File: config.mk
export PLATFORM = sky130hd
export DESIGN_NAME = lfc_dist_unit
export DESIGN_NICKNAME = d
export VERILOG_FILES = /design/src/design/lfc_pkg.sv /design/src/design/lfc_dist_unit.sv
export SDC_FILE = /design/constraint.sdc
export NUM_CORES = 1
export LEC_CHECK = 0
export BUFFER_PORTS_ARGS = -buffer_cell sky130_fd_sc_hd__buf_2
export CORE_ASPECT_RATIO = 1.25
export CORE_UTILIZATION = 56
export DETAILED_ROUTE_END_ITERATION = 7
export PLACE_DENSITY = 0.82
export SETUP_SLACK_MARGIN = 0.2
export SYNTH_ARGS = -nofsm -noshare
export SYNTH_HDL_FRONTEND = slang
export SYNTH_SLANG_ARGS = --single-unit
export TNS_END_PERCENT = 50
File: constraint.sdc
create_clock -name vclk -period 7.75
set_clock_uncertainty 0.05 [all_clocks]
set_input_delay 1.9375 -clock vclk [all_inputs]
set_output_delay 1.9375 -clock vclk [all_outputs]
set_load 0.02 [all_outputs]
File: src/design/lfc_pkg.sv
`timescale 1ns / 1ps
// Shared types and constants for the largest free circle core.
// No dependencies.
package lfc_pkg;
	localparam int GRID_MAX   = 64;
	localparam int COORD_W    = 6;              // row / column index width
	localparam int SIDE_W     = 7;              // grid_size register width
	localparam int ADDR_W     = 2 * COORD_W;    // cell store address
	localparam int DIST_W     = 13;             // squared distance, up to 2*63^2
	localparam int RADIUS_W   = 5;

	typedef enum logic [2:0] {
		ST_LOAD,
		ST_CEN_A,
		ST_CEN_D,
		ST_SCAN_A,
		ST_SCAN_D,
		ST_RAD,
		ST_NEXT,
		ST_OUT
	} lfc_state_t;
endpackage

File: src/design/lfc_dist_unit.sv
`timescale 1ns / 1ps
// Shared squaring unit: a*a + b*b on narrow operands.
// Depends on lfc_pkg.
module lfc_dist_unit (
	input  logic [lfc_pkg::COORD_W-1:0] a,
	input  logic [lfc_pkg::COORD_W-1:0] b,
	output logic [lfc_pkg::DIST_W-1:0]  sum_sq
);
	logic [2*lfc_pkg::COORD_W-1:0] a_sq;
	logic [2*lfc_pkg::COORD_W-1:0] b_sq;

	always_comb begin
		a_sq   = a * a;
		b_sq   = b * b;
		sum_sq = {1'b0, a_sq} + {1'b0, b_sq};
	end
endmodule

## Yosys cells after proc, flatten, opt, wreduce, memory -nomap -nowiden

Cells that the tools add are included.

| storage, ports and cells | value |
|---|---|
| bits in registers | 0 |
| bits of input ports | 12 |
| output and inout port bits | 13 |
| word-level logic and storage cells | 3 |

| cells by class | value |
|---|---|
| add/sub/neg operators | 1 |
| $mul | 2 |

Operators with widths:

| operator | count |
|---|---|
| $mul A6 B6 Y12 | 2 |
| $add A12 B12 Y13 | 1 |

## Logic depth before layout (Yosys ltp)

| depth | value |
|---|---|
| depth in word-level cells | 2 |
| depth in mapped cells | 17 |
| gate-level depth less buffers | 17 |

## Worst setup path before layout

No wires, ideal clock.

| timing path | value |
|---|---|
| kind | input-to-output |
| from | input port a[0] in the netlist's numbering |
| to | output port sum_sq[11] in the netlist's numbering |
| arrival time | 6123 ps |
| required time | 5762 ps |
| setup slack | -361 ps |
| cell stages on the path | 15 |
| path buffers | 0 |
| cells stage by stage | and2_1 -> fa_1 -> inv_1 -> fa_1 -> inv_1 -> fa_1 -> inv_1 -> fa_1 -> fa_1 -> inv_1 -> ha_1 -> a211oi_1 -> nor3_2 -> mux2i_1 -> a2111o_1 |

| on the way | value |
|---|---|
| longest elaborated chain between the ends | 2 |

RTL lines:

| item | RTL line | RTL |
|---|---|---|
| from (decl) | lfc_dist_unit.sv:5 | `input logic [lfc_pkg::COORD_W-1:0] a,` |
| $mul A6 B6 Y12 | lfc_dist_unit.sv:13 | `a_sq = a * a;` |
| $add A12 B12 Y13 | lfc_dist_unit.sv:15 | `sum_sq = {1'b0, a_sq} + {1'b0, b_sq};` |
| to (decl) | lfc_dist_unit.sv:7 | `output logic [lfc_pkg::DIST_W-1:0] sum_sq` |

No other way between the ends.

## Final worst setup path

| timing path | value |
|---|---|
| from | input port a[0] in the netlist's numbering |
| to | output port sum_sq[10] in the netlist's numbering |

Same word-level chain as after synthesis.

==> implementation parameters <==
Parameter                              Value

Run status
  Result of the run    finished, violations left
  Violated checks    negative setup slack

Die
  Initial core utilization    58.9%
  Die W    51.5 um
  Die area    0.00329 mm2
  Top-level I/O count    25
  Die boundary height    63.9 um
  Number of core rows    22
  Area of the core    0.00292 mm2

GRT
  Number of global-route vias before repair    1681
  Pin count of the biggest net entering global routing    7
  Total grt overflow    0
  Global-route wire length before repair    7110 um
  Initial antenna violation count    0
  Total track usage    28.6%

Logic synthesis
  Synthesized-area fraction occupied by and/or/nand/nor cells    15.8%
  Largest cells by area after synthesis    sky130_fd_sc_hd__fa_1 41%, sky130_fd_sc_hd__ha_1 19%, sky130_fd_sc_hd__inv_1 12%
  Total standard cell area after synthesis    0.00172 mm2
  Compound-Gate Fraction of Synth Area    5.61%
  Share of the synthesized area in the top cell type    40.8%
  Synth warn    0
  Multiplexer share of the synthesized area    0.583%
  Synth Net Count    268
  Number of distinct standard cells referenced by the synthesized netlist    24
  Sequential cell area fraction in the yosys report    0%
  Parity-gate share of the synthesized area counting xor and xnor cells    5.61%
  Main combinational cell family by area after synthesis    adder cells
  Largest area contributor in the netlist    sky130_fd_sc_hd__fa_1
  Adder-Cell Fraction of Synth Area    59.7%
  Synthesized instance count    195
  Post-synthesis average cell area    8.81 um2

Final layout
  Final net count    331
  Layout cells sized above 1    35.5%
  Number of antenna cells inserted    0
  Seq Cell Count    0
  Layout overhead on the synthesized area    37.0%
  Register Area    0 um2
  Commonest cells after routing, fill and taps aside    52 x sky130_fd_sc_hd__inv_1, 44 x sky130_fd_sc_hd__buf_4, 34 x sky130_fd_sc_hd__fa_1
  Clk_buf instances    0
  Most common cell after layout, fill and taps aside    sky130_fd_sc_hd__inv_1

Worst setup path
  CP max stage delay    0.50 ns
  Critical path buffers and inverters    6
  Category of the critical setup timing path    in -> out
  Critical Path Most Common Cell    sky130_fd_sc_hd__fa_1
  Data arrival time of the critical path    6.07 ns
  Type of element launching the critical path    primary input
  Cell-by-cell listing of the critical path    buf_2, and2_4, fa_1, inv_1, fa_1, inv_2, fa_1, inv_1, fa_1, fa_1, buf_4, fa_2, nand2b_4, a21oi_4, a31oi_4, xnor2_2, buf_4
  Cell family with the largest share of critical-path delay    adder cells
  Data required, critical path    5.76 ns
  Library cell contributing the largest single delay on the critical path    sky130_fd_sc_hd__fa_1
  Nature of the critical path endpoint    primary output
  Maximum net fanout on the critical path    3

Placed design
  Final GP Congestion    0.839
  Detailed Place HPWL    3450 um
  IO buf count    25

Timing
  Min cycle time layout    8.05 ns
  Least setup slack across all paths after layout    -0.303 ns
  Number of max-slew violations in the final report    0
  Final count of negative-setup-slack endpoints    6
  Final hold violations    0
  Highest attainable clock frequency    124 MHz
  Fin crit share    104%
  Slew at the pin closest to its max-slew limit    0.295 ns
  Hold Worst Slack    4.35 ns
  Slew Limit Headroom    80.2%
  Unrepaired setup endpoints after global routing    true

Routing
  DRC marker count from the first detailed-route iteration    11
  Number of vias after detailed routing    1476
  Routed wire length    4100 um
  # DRC    0
  Vias per cell    5.05
  Detailed Routing Iterations Pass 1    4
  Wirelength per Cell    14.0 um
  DRT antenna net count    0

Power and ir drop
  Worst VDD drop    866 uV
  Total Power Consumption    1.09 mW
  Pwr dens    462 mW/mm2
  Total leakage power    1.29 nW

Run
  Max-Cap Viols    0

Clock tree
  Number of buffers added to fix hold violations after cts    0

Worst hold path
  Worst hold-check path type    in -> out
## cells in the mapped netlist
cell type,instances
sky130_fd_sc_hd__nand2_1,9
sky130_fd_sc_hd__nand4b_1,1
sky130_fd_sc_hd__inv_1,57
sky130_fd_sc_hd__a211oi_1,1
sky130_fd_sc_hd__nor3_2,1
sky130_fd_sc_hd__nor2_1,4
sky130_fd_sc_hd__nor2b_1,6
sky130_fd_sc_hd__nand3_1,1
sky130_fd_sc_hd__ha_1,26
sky130_fd_sc_hd__a2111o_1,1
sky130_fd_sc_hd__nor3_1,1
sky130_fd_sc_hd__xnor2_1,6
sky130_fd_sc_hd__o21bai_1,1
sky130_fd_sc_hd__fa_1,35
sky130_fd_sc_hd__clkbuf_1,1
sky130_fd_sc_hd__and2_1,23
sky130_fd_sc_hd__nand2_2,1
sky130_fd_sc_hd__a21o_1,1
sky130_fd_sc_hd__mux2i_1,1
sky130_fd_sc_hd__nand2b_1,1
sky130_fd_sc_hd__o21ai_0,2
sky130_fd_sc_hd__a31oi_1,2
sky130_fd_sc_hd__xor2_1,5
sky130_fd_sc_hd__a21oi_1,8
## area by class of cell
type                       count  area (um2)
fill                         178         564
inverter                      57         214
timing repair buffer          62         462
tap                           36        45.0
multi-input combinational    137        1630
## through the flow
step                std cells  utilization (%)  TNS [ns]  setup slack (ns)  instance area (um2)
finish                    292             80.7     -1.40            -0.303                 2350
global route              292             80.7     -2.35            -0.441                 2350
CTS                       291             79.5     -1.31            -0.311                 2320
detailed placement        289             76.2     -1.86            -0.412                 2220
global placement          289             76.2     -1.15            -0.266                 2220
floorplan                 195                -   -0.0198           -0.0198                 1800
## logic make-up (layout without fill, tap and decap cells)
group,count (synthesis),in the layout
simple gates,48,48
buf+inv,58,119
xor+xnor,11,11
fa+ha+maj,61,61
compound gates,16,16
mux,1,1
## what timing repair did
action / in CTS / in global routing
gates cloned: 0 / 0
pin swaps: 20 / 2
setup endpoints to repair: 8 / 8
gates resized for setup: 24 / 9
setup buffers: 2 / 1
## per-layer routing
layer / vias up / global-route usage, % / wire (um)
li1: 702 / - / -
met1: 731 / 30.4 / 1520
met2: 33 / 58.0 / 2380
met3: 10 / 2.14 / 93
met4: 0 / 6.76 / 100
met5: - / 0 / 0
## final timing paths
path / startpoint / endpoint / slack, ns / depth (start not counted)
setup / recovery: a[0] / sum_sq[10] / -0.30 / 17
hold / removal: a[0] / sum_sq[0] / 4.35 / 4
## power breakdown
| part | internal, mW | total (mW) | switching (mW) |
|---|---|---|---|
| sequential | 0 | 0 | 0 |
| clock | 0 | 0 | 0 |
| combinational | 0.516 | 1.09 | 0.570 |
| total | 0.516 | 1.09 | 0.570 |
## tightest hold or removal path, stage by stage
cell and delay [ns]:
sky130_fd_sc_hd__buf_2 0.11, sky130_fd_sc_hd__buf_4 0.14, sky130_fd_sc_hd__ha_1 0.12, sky130_fd_sc_hd__buf_2 0.15
Note: power is estimated with default switching activity, not from simulation.
